--- src/rtl/swipe_pkg.sv ---
// ----------------------------------------------------------------------------
// swipe_pkg
// Shared constants and helpers for the wipe transition pixel selector.
// ----------------------------------------------------------------------------
`default_nettype none

package swipe_pkg;

    // grid geometry
    localparam int GRID_DIM = 16;
    localparam int LAST     = GRID_DIM - 1;

    // step values run up to 2*GRID_DIM-1, pixel step plus one likewise
    localparam int STEP_W  = $clog2(2 * GRID_DIM);
    localparam int POS_W   = 4;
    localparam int CLAMP_W = STEP_W + POS_W;

    // field and register widths
    localparam int COLOR_W = 24;
    localparam int TIME_W  = 32;
    localparam int DIR_W   = 3;
    localparam int CFG_W   = 32;
    localparam int IDX_W   = 1;
    localparam int PROD_W  = TIME_W + STEP_W;

    localparam logic [CFG_W-1:0] DURATION_RST = CFG_W'(1000);

    // register indexes
    localparam logic [IDX_W-1:0] CFG_DIRECTION = 1'b0;
    localparam logic [IDX_W-1:0] CFG_DURATION  = 1'b1;

    // wipe directions
    localparam logic [DIR_W-1:0] DIR_ROW    = 3'd0;
    localparam logic [DIR_W-1:0] DIR_COL    = 3'd1;
    localparam logic [DIR_W-1:0] DIR_ROW_R  = 3'd2;
    localparam logic [DIR_W-1:0] DIR_COL_R  = 3'd3;
    localparam logic [DIR_W-1:0] DIR_DG_RC  = 3'd4;
    localparam logic [DIR_W-1:0] DIR_DG_RCR = 3'd5;
    localparam logic [DIR_W-1:0] DIR_DG_RRC = 3'd6;
    localparam logic [DIR_W-1:0] DIR_DG_RR  = 3'd7;

    // saturate a position to the last row or column of the grid
    function automatic logic [STEP_W-1:0] clamp_pos(input logic [POS_W-1:0] pos);
        logic [CLAMP_W-1:0] wide;
        begin
            wide = CLAMP_W'(pos);
            if (wide > CLAMP_W'(LAST)) begin
                clamp_pos = STEP_W'(LAST);
            end else begin
                clamp_pos = wide[STEP_W-1:0];
            end
        end
    endfunction

    // step at which a pixel changes over, for the given direction
    function automatic logic [STEP_W-1:0] wipe_pos_step(
        input logic [DIR_W-1:0]  dir,
        input logic [STEP_W-1:0] r,
        input logic [STEP_W-1:0] c
    );
        logic [STEP_W-1:0] rr;
        logic [STEP_W-1:0] rc;
        begin
            rr = STEP_W'(LAST) - r;
            rc = STEP_W'(LAST) - c;
            unique case (dir)
                DIR_ROW:    wipe_pos_step = r;
                DIR_COL:    wipe_pos_step = c;
                DIR_ROW_R:  wipe_pos_step = rr;
                DIR_COL_R:  wipe_pos_step = rc;
                DIR_DG_RC:  wipe_pos_step = r + c;
                DIR_DG_RCR: wipe_pos_step = r + rc;
                DIR_DG_RRC: wipe_pos_step = rr + c;
                DIR_DG_RR:  wipe_pos_step = rr + rc;
                default:    wipe_pos_step = r;
            endcase
        end
    endfunction

endpackage

`default_nettype wire

--- src/rtl/swipe_wipe_pixel_select_unit.sv ---
// ----------------------------------------------------------------------------
// swipe_wipe_pixel_select_unit
// Picks old or new colour for each pixel of a wipe transition.
// ----------------------------------------------------------------------------
// One pixel is taken in every clock cycle (busy is always low) and its result
// reaches o_valid through three register stages: position decode, the two
// 32 x 5 bit products, and the final compare and select. The current wipe
// step is never divided out: a pixel keeps its old colour when time <
// duration and time * steps < (pixel step + 1) * duration; the second test
// is the same as pixel step >= floor(time * steps / duration). The receiver
// cannot stall the block, so every result must be taken in its strobe cycle.
// Configuration must only be written while no pixel is in flight.
`default_nettype none

module swipe_wipe_pixel_select_unit (
    input  wire logic                                i_clk,
    input  wire logic                                i_rst_n,
    // pixel input
    input  wire logic                                start,
    output logic                                     busy,
    input  wire logic [swipe_pkg::POS_W-1:0]         i_row,
    input  wire logic [swipe_pkg::POS_W-1:0]         i_col,
    input  wire logic [swipe_pkg::COLOR_W-1:0]       i_old_color,
    input  wire logic [swipe_pkg::COLOR_W-1:0]       i_new_color,
    input  wire logic [swipe_pkg::TIME_W-1:0]        i_time_ms,
    // configuration write port
    input  wire logic                                i_cfg_we,
    input  wire logic [swipe_pkg::IDX_W-1:0]         i_cfg_idx,
    input  wire logic [swipe_pkg::CFG_W-1:0]         i_cfg_data,
    // result
    output logic                                     o_valid,
    output logic [swipe_pkg::COLOR_W-1:0]            o_pixel_color,
    output logic                                     o_progressing
);

    // configuration registers
    logic [swipe_pkg::DIR_W-1:0]   r_direction;
    logic [swipe_pkg::TIME_W-1:0]  r_duration;

    // stage 1: decoded position
    logic                           r_s1_valid;
    logic [swipe_pkg::STEP_W-1:0]  r_s1_pstep1;
    logic [swipe_pkg::STEP_W-1:0]  r_s1_steps;
    logic [swipe_pkg::TIME_W-1:0]  r_s1_time;
    logic                           r_s1_run;
    logic [swipe_pkg::COLOR_W-1:0] r_s1_old;
    logic [swipe_pkg::COLOR_W-1:0] r_s1_new;

    // stage 2: products
    logic                           r_s2_valid;
    logic [swipe_pkg::PROD_W-1:0]  r_s2_lhs;
    logic [swipe_pkg::PROD_W-1:0]  r_s2_rhs;
    logic                           r_s2_run;
    logic [swipe_pkg::COLOR_W-1:0] r_s2_old;
    logic [swipe_pkg::COLOR_W-1:0] r_s2_new;

    // stage 3: output
    logic                           r_s3_valid;
    logic [swipe_pkg::COLOR_W-1:0] r_s3_color;
    logic                           r_s3_run;

    logic                           n_s1_valid;
    logic [swipe_pkg::STEP_W-1:0]  n_s1_pstep1;
    logic [swipe_pkg::STEP_W-1:0]  n_s1_steps;
    logic [swipe_pkg::COLOR_W-1:0] n_s3_color;

    // the pipeline never stalls
    assign busy       = 1'b0;
    assign n_s1_valid = start & ~busy;

    // configuration writes
    always_ff @(posedge i_clk) begin
        if (!i_rst_n) begin
            r_direction <= swipe_pkg::DIR_ROW;
            r_duration  <= swipe_pkg::DURATION_RST;
        end else if (i_cfg_we) begin
            unique case (i_cfg_idx)
                swipe_pkg::CFG_DIRECTION: r_direction <= i_cfg_data[swipe_pkg::DIR_W-1:0];
                swipe_pkg::CFG_DURATION:  r_duration  <= i_cfg_data[swipe_pkg::TIME_W-1:0];
                default: ;
            endcase
        end
    end

    // pixel step and step count for the current direction
    always_comb begin
        n_s1_pstep1 = swipe_pkg::wipe_pos_step(r_direction,
                                               swipe_pkg::clamp_pos(i_row),
                                               swipe_pkg::clamp_pos(i_col))
                      + swipe_pkg::STEP_W'(1);
        if (r_direction[swipe_pkg::DIR_W-1]) begin
            n_s1_steps = swipe_pkg::STEP_W'(2 * swipe_pkg::GRID_DIM - 1);
        end else begin
            n_s1_steps = swipe_pkg::STEP_W'(swipe_pkg::GRID_DIM);
        end
    end

    // stage valid bits
    always_ff @(posedge i_clk) begin
        if (!i_rst_n) begin
            r_s1_valid <= 1'b0;
            r_s2_valid <= 1'b0;
            r_s3_valid <= 1'b0;
        end else begin
            r_s1_valid <= n_s1_valid;
            r_s2_valid <= r_s1_valid;
            r_s3_valid <= r_s2_valid;
        end
    end

    // stage 1 payload
    always_ff @(posedge i_clk) begin
        if (n_s1_valid) begin
            r_s1_pstep1 <= n_s1_pstep1;
            r_s1_steps  <= n_s1_steps;
            r_s1_time   <= i_time_ms;
            r_s1_run    <= (i_time_ms < r_duration);
            r_s1_old    <= i_old_color;
            r_s1_new    <= i_new_color;
        end
    end

    // stage 2 payload: both sides of the step compare
    always_ff @(posedge i_clk) begin
        if (r_s1_valid) begin
            r_s2_lhs <= swipe_pkg::PROD_W'(r_s1_time) * swipe_pkg::PROD_W'(r_s1_steps);
            r_s2_rhs <= swipe_pkg::PROD_W'(r_s1_pstep1) * swipe_pkg::PROD_W'(r_duration);
            r_s2_run <= r_s1_run;
            r_s2_old <= r_s1_old;
            r_s2_new <= r_s1_new;
        end
    end

    // old colour only while running and the pixel has not been reached
    always_comb begin
        if (r_s2_run && (r_s2_lhs < r_s2_rhs)) begin
            n_s3_color = r_s2_old;
        end else begin
            n_s3_color = r_s2_new;
        end
    end

    // stage 3 payload
    always_ff @(posedge i_clk) begin
        if (r_s2_valid) begin
            r_s3_color <= n_s3_color;
            r_s3_run   <= r_s2_run;
        end
    end

    // result beat
    assign o_valid       = r_s3_valid;
    assign o_pixel_color = r_s3_color;
    assign o_progressing = r_s3_run;

endmodule

`default_nettype wire
--- config.mk ---
export PLATFORM = sky130hd
export DESIGN_NAME = swipe_wipe_pixel_select_unit
export DESIGN_NICKNAME = d
export VERILOG_FILES = /design/src/rtl/swipe_pkg.sv /design/src/rtl/swipe_wipe_pixel_select_unit.sv
export SDC_FILE = /design/constraint.sdc
export NUM_CORES = 1
export LEC_CHECK = 0
export ABC_CLOCK_PERIOD_IN_PS = 7700
export BUFFER_PORTS_ARGS = -buffer_cell sky130_fd_sc_hd__buf_2
export CORE_AREA = 2 2 232 234
export DETAILED_ROUTE_END_ITERATION = 6
export DIE_AREA = 0 0 234 236
export SLEW_MARGIN = 20
export SYNTH_ARGS = -nofsm -noshare
export SYNTH_HDL_FRONTEND = slang
export SYNTH_SLANG_ARGS = --single-unit
--- constraint.sdc ---
create_clock -name i_clk -period 7.7 [get_ports i_clk]
set_clock_uncertainty 0.05 [all_clocks]
set_input_delay 1.155 -clock i_clk [delete_from_list [all_inputs] [get_ports i_clk]]
set_output_delay 1.155 -clock i_clk [all_outputs]
set_load 0.005 [all_outputs]
Word-level counts from Yosys, hierarchy flattened
Cells that the tools add are included.
{"block": "op_classes", "n_reduce_logical": 4, "n_bitwise": 1, "eq_ne": 7, "multipliers": 2, "mux": 3, "addsub": 7, "order_cmp": 2}
{"op": "case mux 5 bit (8 select lines)", "count": 1}
{"op": "< comparator 37 bit", "count": 1}
{"op": "multiplier 32 x 5 -> 37 bit", "count": 1}
{"op": "multiplier 5 x 32 -> 37 bit", "count": 1}
{"op": "< comparator 32 bit", "count": 1}
{"op": "two-way mux 24 bit", "count": 1}
{"op": "equality test 3 bit, second input constant", "count": 4}
{"op": "subtractor 4 x 4 -> 5 bit, first input constant", "count": 2}
{"op": "equality test 3 x 2 -> 1 bit, second input constant", "count": 2}
{"op": "adder 4 x 4 -> 5 bit", "count": 1}
{"op": "adder 4 x 5 -> 5 bit", "count": 1}
{"op": "adder 5 x 1 -> 5 bit, second input constant", "count": 1}
{"op": "adder 5 x 4 -> 5 bit", "count": 1}
{"op": "adder 5 bit", "count": 1}
{"op": "two-way mux 4 bit", "count": 1}
{"op": "AND reduction 2 bit", "count": 2}
{"op": "equality test 3 x 1 -> 1 bit, second input constant", "count": 1}
{"op": "logical NOT 3 bit", "count": 1}
{"op": "logical AND 1 bit", "count": 1}
{"op": "inverter 1 bit", "count": 1}
{"block": "word_totals", "reg_bits": 277, "in_bits": 125, "output_inout_bits": 27}

Logic depth before layout (Yosys ltp)
Gate-level depths: netlist (run 1).
{"block": "logic_depth", "word_depth": 4, "mapped_depth": 19, "mapped_depth_nobuf": 17}

Worst setup path after synthesis (run 1)
Ideal clock, no wire load.
{"block": "synth_path", "kind": "reg-to-reg", "from": "register r_s1_steps[2] (netlist bit)", "to": "register r_s2_lhs[35] (netlist bit), data pin", "setup_ps": 258, "stages_incl_launch_ff": 19, "slack_ps": 3100, "path_buffers": 2, "arrival_ps": 4292, "t_required_ps": 7392, "cell_sequence": "edfxtp_1 clkbuf_1 clkbuf_1 nand2_1 fa_1 inv_1 fa_1 inv_1 fa_1 inv_1 ha_1 o21ai_0 o211ai_1 a21boi_0 a211oi_1 a211oi_2 o21ai_0 o21a_1 xor2_1"}
{"block": "synth_via", "elab_chain_cells": 1}
{"element": "from (decl)", "line": "swipe_wipe_pixel_select_unit.sv:43", "text": "logic [swipe_pkg::STEP_W-1:0] r_s1_steps;"}
{"element": "from (signal assigned)", "line": "swipe_wipe_pixel_select_unit.sv:115", "text": "r_s1_steps <= n_s1_steps;"}
{"element": "multiplier 32 x 5 -> 37 bit", "line": "swipe_wipe_pixel_select_unit.sv:126", "text": "r_s2_lhs <= swipe_pkg::PROD_W'(r_s1_time) * swipe_pkg::PROD_W'(r_s1_steps);"}
{"element": "to (signal assigned)", "line": "swipe_wipe_pixel_select_unit.sv:126"}
{"element": "to (decl)", "line": "swipe_wipe_pixel_select_unit.sv:51", "text": "logic [swipe_pkg::PROD_W-1:0] r_s2_lhs;"}
No other way between the ends.
A chain may end at the register's enable or synchronous reset.

Final worst setup path (run 1)
{"block": "layout_path", "from": "register r_s1_pstep1[3] (netlist bit)", "to": "register r_s2_rhs[27] (netlist bit), data pin"}
{"block": "layout_via", "elab_chain_cells": 1}
{"element": "from (decl)", "line": "swipe_wipe_pixel_select_unit.sv:42", "text": "logic [swipe_pkg::STEP_W-1:0] r_s1_pstep1;"}
{"element": "from (signal assigned)", "line": "swipe_wipe_pixel_select_unit.sv:114", "text": "r_s1_pstep1 <= n_s1_pstep1;"}
{"element": "multiplier 5 x 32 -> 37 bit", "line": "swipe_wipe_pixel_select_unit.sv:127", "text": "r_s2_rhs <= swipe_pkg::PROD_W'(r_s1_pstep1) * swipe_pkg::PROD_W'(r_duration);"}
{"element": "to (signal assigned)", "line": "swipe_wipe_pixel_select_unit.sv:127"}
{"element": "to (decl)", "line": "swipe_wipe_pixel_select_unit.sv:52", "text": "logic [swipe_pkg::PROD_W-1:0] r_s2_rhs;"}
No other way between the ends.

==> results.json, run 1 <==
{
  "status": "complete, no violations",
  "worstHoldPathType": "flop to flop",
  "drive_above_1_share": 0.114,
  "worstSetupEndpointType": "flop",
  "final_nets": 2592,
  "num_vias": 13976,
  "detail-route-antenna-nets": 0,
  "start_util": 0.395,
  "ys_ff_latch": 273,
  "slew_viol_final": 0,
  "crit_path_top_delay_cell": "edfxtp_1",
  "rsz0062_at_grt": "false",
  "finalSetupViolations": 0,
  "arrival_ps": 5590,
  "io_buffers": 150,
  "gr-total-overflow": 0,
  "cts_root_buf": "clkbuf_16",
  "synth.top_cell.area_share": 0.337,
  "post_cts_buffers": 0,
  "cp.depth": 15,
  "dpl-instance-area_mm2": 0.0224,
  "drtIter0Drc": 795,
  "post_drt_wl_per_cell_um": 15.7,
  "ys_top_cells_by_area": "edfxtp_1 (34%), fa_1 (16%), ha_1 (10%), inv_1 (6.8%), and2_1 (4.0%)",
  "ys_seq_area_frac": 0.373,
  "area_growth_pct": 11.7,
  "die-area_mm2": 0.0552,
  "worst_path_most_repeated_cell": "fa_1",
  "cp_top_family": "adder cells",
  "cts_tree": "done",
  "ys_types": 66,
  "fin_setup_tns_ps": 0,
  "hold_viol_final": 0,
  "cp.required_ps": 7970,
  "wl_um": 44600,
  "reg2regPathDepth": 15,
  "avgSynthCellArea_um2": 10.5,
  "p_leak_uw": 0.0111,
  "ir_drop_v": 0.000140,
  "path_clk_slew_ps": 60,
  "fin_area_mm2": 0.0234,
  "synth_edf_count": 235,
  "critPathLaunch": "r_s1_pstep1[3]$_DFFE_PP_",
  "rr_endpoint": "r_s2_rhs[27]$_DFFE_PP_",
  "io_pins": 152,
  "rows": 85,
  "htree_levels": 1,
  "fin_crit_sh": 0.691,
  "dr.pass1.iters": 6,
  "post-route-util": 0.441,
  "cts-resized-gates": 0,
  "grt_pass1_wl_um": 72600,
  "synth-main-ff-cell": "edfxtp_1",
  "path_cells": "and2_1, fa_1, fa_1, inv_1, fa_1, inv_1, ha_1, o21ai_0, o21ai_1, nand4_1, o211ai_1, o221ai_1, a21oi_1, a21oi_1, xnor2_1",
  "crit_type": "flop to flop",
  "hold-worst-slack_ps": 368,
  "cts_buffers": 31,
  "synth_area_leader_cell": "edfxtp_1",
  "slew_headroom": 0.337,
  "track_usage": 0.163,
  "cts_max_path_buffers": 3,
  "synth_area_mm2": 0.0210,
  "r2r_slack_ps": 2380,
  "clk_latency_ps": 580,
  "ys_warn_count": 0,
  "fillers": 4969,
  "drc_errors": 0,
  "finalCriticalPeriod_ps": 5320,
  "critPathMaxFanout": 32,
  "crit_path_max_incr_delay_ps": 990,
  "max-cap-violations": 0,
  "yosysMostFrequentCell": "inv_1",
  "grt_pass1_vias": 14374,
  "power-per-cell-area_mw_per_mm2": 242,
  "start_kind": "flop",
  "syn_nets": 2458,
  "ys_async_sr_fraction": 0,
  "synth_cells": 1993,
  "core_area_mm2": 0.0531,
  "postCtsHoldBufs": 0,
  "dp_hpwl_um": 35300,
  "r2r_start": "r_s1_pstep1[3]$_DFFE_PP_",
  "die-height_um": 236,
  "dieWidth_um": 234,
  "worst_pin_slew_ps": 995,
  "synth_common_cells": "inv_1 (380), edfxtp_1 (235), nand2_1 (177)",
  "gp_congestion": 0.878,
  "critPathBufInv": 2,
  "vias_per_cell": 4.91,
  "cts_sinks": 273,
  "grt_antenna_before_repair": 1,
  "grt_max_degree": 77,
  "crit_path_end": "r_s2_rhs[27]$_DFFE_PP_",
  "fmax_mhz": 188
}
-- placed cells by master, fill, tap and decap left out, types with 31 or more instances in the layout --
cell / n
ha_1: 175
nor2_1: 47
a21o_1: 74
fa_1: 165
a21oi_1: 82
clkbuf_16: 31
inv_1: 380
dfxtp_1: 37
and2_1: 135
edfxtp_1: 235
xnor2_1: 58
buf_2: 149
xor2_1: 41
o21ai_0: 52
nand2_1: 177
a21boi_0: 33
-- sequential cells by signal, summed over array words and instances, names as in the netlist, 3 cells and up --
name / count
o_pixel_color: 24
r_direction: 3
r_duration: 32
r_s1_new: 24
r_s1_old: 24
r_s1_pstep1: 5
r_s1_time: 32
r_s2_lhs: 37
r_s2_new: 24
r_s2_old: 24
r_s2_rhs: 37
-- cells by family after synthesis --
| logic type | after synthesis | synth area share |
|---|---|---|
| other cells | 1 | 0.000179 |
| fa+ha+maj | 340 | 0.262 |
| buf+inv | 436 | 0.0792 |
| compound gates | 354 | 0.114 |
| xor+xnor | 99 | 0.0414 |
| flops | 273 | 0.373 |
| simple gates | 456 | 0.108 |
| mux | 34 | 0.0213 |
-- how the worst min path moves through the flow --
| stage | from | to | slack, ps | depth (start not counted) |
|---|---|---|---|---|
| after global placement | r_s1_old[5]$_DFFE_PP_ | r_s2_old[5]$_DFFE_PP_ | 350 | 0 |
| after CTS | r_s1_old[1]$_DFFE_PP_ | r_s2_old[1]$_DFFE_PP_ | 370 | 0 |
| after detailed placement | r_s1_new[1]$_DFFE_PP_ | r_s2_new[1]$_DFFE_PP_ | 350 | 0 |
| after global routing | r_s1_new[5]$_DFFE_PP_ | r_s2_new[5]$_DFFE_PP_ | 370 | 0 |
| after floorplan | r_s1_new[0]$_DFFE_PP_ | r_s2_new[0]$_DFFE_PP_ | 350 | 0 |
| final | r_s1_new[1]$_DFFE_PP_ | r_s2_new[1]$_DFFE_PP_ | 370 | 0 |
-- stage by stage --
| step | std cells | setup slack (ps) | power (uW) |
|---|---|---|---|
| 2_1_floorplan | 1993 | 3100 | 3720 |
| 4_1_cts | 2844 | 2460 | 5720 |
| 5_1_grt | 2844 | 2170 | 6110 |
| 6_report | 2847 | 2380 | 5650 |
| 3_3_place_gp | 2790 | 2540 | 4190 |
| 3_5_place_dp | 2790 | 2480 | 4240 |
-- layer usage --
layer  vias up  wire, um  global-route usage
met1      6740     21200               0.226
met2       285     20300               0.271
met3        68      2200              0.0191
li1       6883         -                   -
met5         -         0                   0
met4         0       968              0.0387
-- report_power, final --
| part | switching [uW] | leakage [uW] | internal, uW | total [uW] |
|---|---|---|---|---|
| combinational | 1290 | 0.00809 | 945 | 2230 |
| clock | 594 | 0.000477 | 834 | 1430 |
| sequential | 113 | 0.00255 | 1880 | 1990 |
| total | 1990 | 0.0111 | 3660 | 5650 |
-- final cells by class --
| type | count | area (um2) | share of cell area |
|---|---|---|---|
| repair buffers | 157 | 806 | 0.0344 |
| well taps | 696 | 871 | 0.0372 |
| multi-input cells | 1284 | 11500 | 0.491 |
| flip-flops and latches | 273 | 7820 | 0.334 |
| inverters | 380 | 1430 | 0.0610 |
| clock buffers | 34 | 787 | 0.0336 |
| clock inverters | 20 | 196 | 0.00839 |
| diodes | 3 | 7.51 | 0.000321 |
No activity file was read; power rests on OpenSTA's default activity.
==> run 2, diff against run 1 <==
Settings changed: ABC_AREA set to 1, ABC_CLOCK_PERIOD_IN_PS 7700 to 5000, CORE_AREA 2 2 232 234 to 2 2 240 242, DIE_AREA 0 0 234 236 to 0 0 242 244.
Clock period 7.7 ns to 5 ns, I/O delays scaled along.
==> results.json, run 2 <==
{
  "synth_area_leader_cell": "edfxtp_1",
  "postCtsHoldBufs": 0,
  "synth.top_cell.area_share": 0.317,
  "die-height_um": 244,
  "top_regs": "r_s2_lhs (37), r_s2_rhs (37)",
  "ys_ff_latch": 273,
  "detail-route-antenna-nets": 0,
  "ir_drop_v": 0.000270,
  "fin_crit_sh": 0.870,
  "area_growth_pct": 12.6,
  "num_vias": 17238,
  "ys_seq_area_frac": 0.351,
  "ys_async_sr_fraction": 0,
  "track_usage": 0.196,
  "path_clk_slew_ps": 60,
  "wl_um": 56500,
  "finalSetupViolations": 0,
  "cp.required_ps": 5250,
  "fin_setup_tns_ps": 0,
  "cts_tree": "done",
  "post_drt_wl_per_cell_um": 15.4,
  "hold-worst-slack_ps": 322,
  "yosysMostFrequentCell": "nand2_1",
  "arrival_ps": 4600,
  "dpl.cell_count": 3605,
  "rsz0062_at_grt": "false",
  "final_nets": 3351,
  "ys_warn_count": 0,
  "cts_sinks": 273,
  "cts_root_buf": "clkbuf_16",
  "vias_per_cell": 4.70,
  "start_kind": "flop",
  "hold_viol_final": 0,
  "post-route-util": 0.447,
  "cts-resized-gates": 0,
  "max-cap-violations": 0,
  "worst_pin_slew_ps": 912,
  "grt_max_degree": 62,
  "synth_edf_count": 235,
  "diodes": 0,
  "drc_errors": 0,
  "fin_cells": 3665,
  "core_area_mm2": 0.0562,
  "slew_headroom": 0.392,
  "layout_common_cells": "nand2_1 (755), inv_1 (720), edfxtp_1 (235)",
  "post_cts_buffers": 0,
  "die-area_mm2": 0.0590,
  "worstHoldPathType": "primary input to flop",
  "fmax_mhz": 230,
  "slew_viol_final": 0,
  "critPathMaxFanout": 32,
  "grt_pass1_vias": 17915,
  "drive_above_1_share": 0.0804,
  "start_util": 0.397,
  "grt_pass1_wl_um": 91900,
  "htree_levels": 2,
  "dieWidth_um": 242,
  "rows": 87,
  "finalCriticalPeriod_ps": 4350,
  "dr.pass1.iters": 5,
  "syn_nets": 3189,
  "ys_types": 37,
  "status": "complete, no violations",
  "io_buffers": 150,
  "cts_buffers": 34,
  "crit_type": "flop to flop",
  "synth_cells": 2724,
  "gp_congestion": 0.908,
  "ys_top_cells_by_area": "edfxtp_1 (32%), fa_1 (15%), nand2_1 (13%), inv_1 (12%), ha_1 (9.8%)",
  "worstSetupEndpointType": "flop",
  "avgSynthCellArea_um2": 8.18,
  "grt_antenna_before_repair": 3,
  "dp_hpwl_um": 46600,
  "gr-total-overflow": 0,
  "clk_latency_ps": 550,
  "synth-main-ff-cell": "edfxtp_1",
  "final_common_cell": "nand2_1",
  "synth_area_mm2": 0.0223,
  "power-per-cell-area_mw_per_mm2": 408,
  "synth_common_cells": "nand2_1 (755), inv_1 (720), edfxtp_1 (235)",
  "io_pins": 152,
  "p_leak_uw": 0.0137,
  "drtIter0Drc": 800,
  "cts_max_path_buffers": 3
}
==> run 2: worst paths after layout <==
check	slack, ps	depth (start not counted)	start	to
min reg2reg	360	0	r_s1_new[3]$_DFFE_PP_	r_s2_new[3]$_DFFE_PP_
max	650	18	r_s1_pstep1[2]$_DFFE_PP_	r_s2_rhs[36]$_DFFE_PP_
min	320	1	i_old_color[22]	r_s1_old[22]$_DFFE_PP_
max reg2reg	650	18	r_s1_pstep1[2]$_DFFE_PP_	r_s2_rhs[36]$_DFFE_PP_
==> run 2: cells by family after synthesis <==
family                   Yosys count  synth area share
AO/OA/AOI/OAI                    239            0.0582
XOR/XNOR                          64            0.0252
adder cells (fa/ha/maj)          340             0.246
buffers and inverters            760             0.129
flip-flops                       273             0.351
other                              1          0.000168
AND/OR/NAND/NOR                 1047             0.190
==> run 2: cell type report <==
| type | count | area (um2) |
|---|---|---|
| fillers | 5653 | 31100 |
| multi-input cells | 1691 | 11600 |
| flip-flops and latches | 273 | 7820 |
| inverters | 722 | 2710 |
| well taps | 756 | 946 |
| repair buffers | 164 | 878 |
| clock buffers | 37 | 862 |
| clock inverters | 22 | 280 |
==> run 2: metal layers <==
layer	vias up	part of all wire	GRT usage
li1	8671	-	-
met1	8180	0.45	0.249
met2	314	0.49	0.351
met3	73	0.039	0.0238
met4	0	0.025	0.0554
met5	-	0	0
==> run 2: worst max-delay path, cell delays in order, from the launching register on <==
cell      delay, ps
edfxtp_1        320
buf_4           330
nand2_1         120
inv_1            90
fa_1            440
fa_1            550
inv_1            60
fa_1            520
inv_1            40
ha_1            380
nand2_1          80
inv_1           100
nand2_1         130
nor2_1          220
nand4_1         120
nand3_1         250
nand2_1         130
nand3_1         100
nand2_1          60
==> run 2: metrics by stage <==
stage	cell area, um2	worst slack, ps	power, uW
detailed placement	23900	638	7740
global placement	23900	673	7690
global route	25100	381	11100
floorplan	22300	839	6420
CTS	25100	618	10300
finish	25100	651	10200
==> run 2: power breakdown <==
| part | total (uW) | leakage [uW] | internal [uW] | switching, uW |
|---|---|---|---|---|
| Sequential | 3160 | 0.00256 | 2960 | 205 |
| Combinational | 4520 | 0.0106 | 1550 | 2970 |
| Clock | 2540 | 0.000551 | 1520 | 1020 |
| Total | 10200 | 0.0137 | 6030 | 4200 |
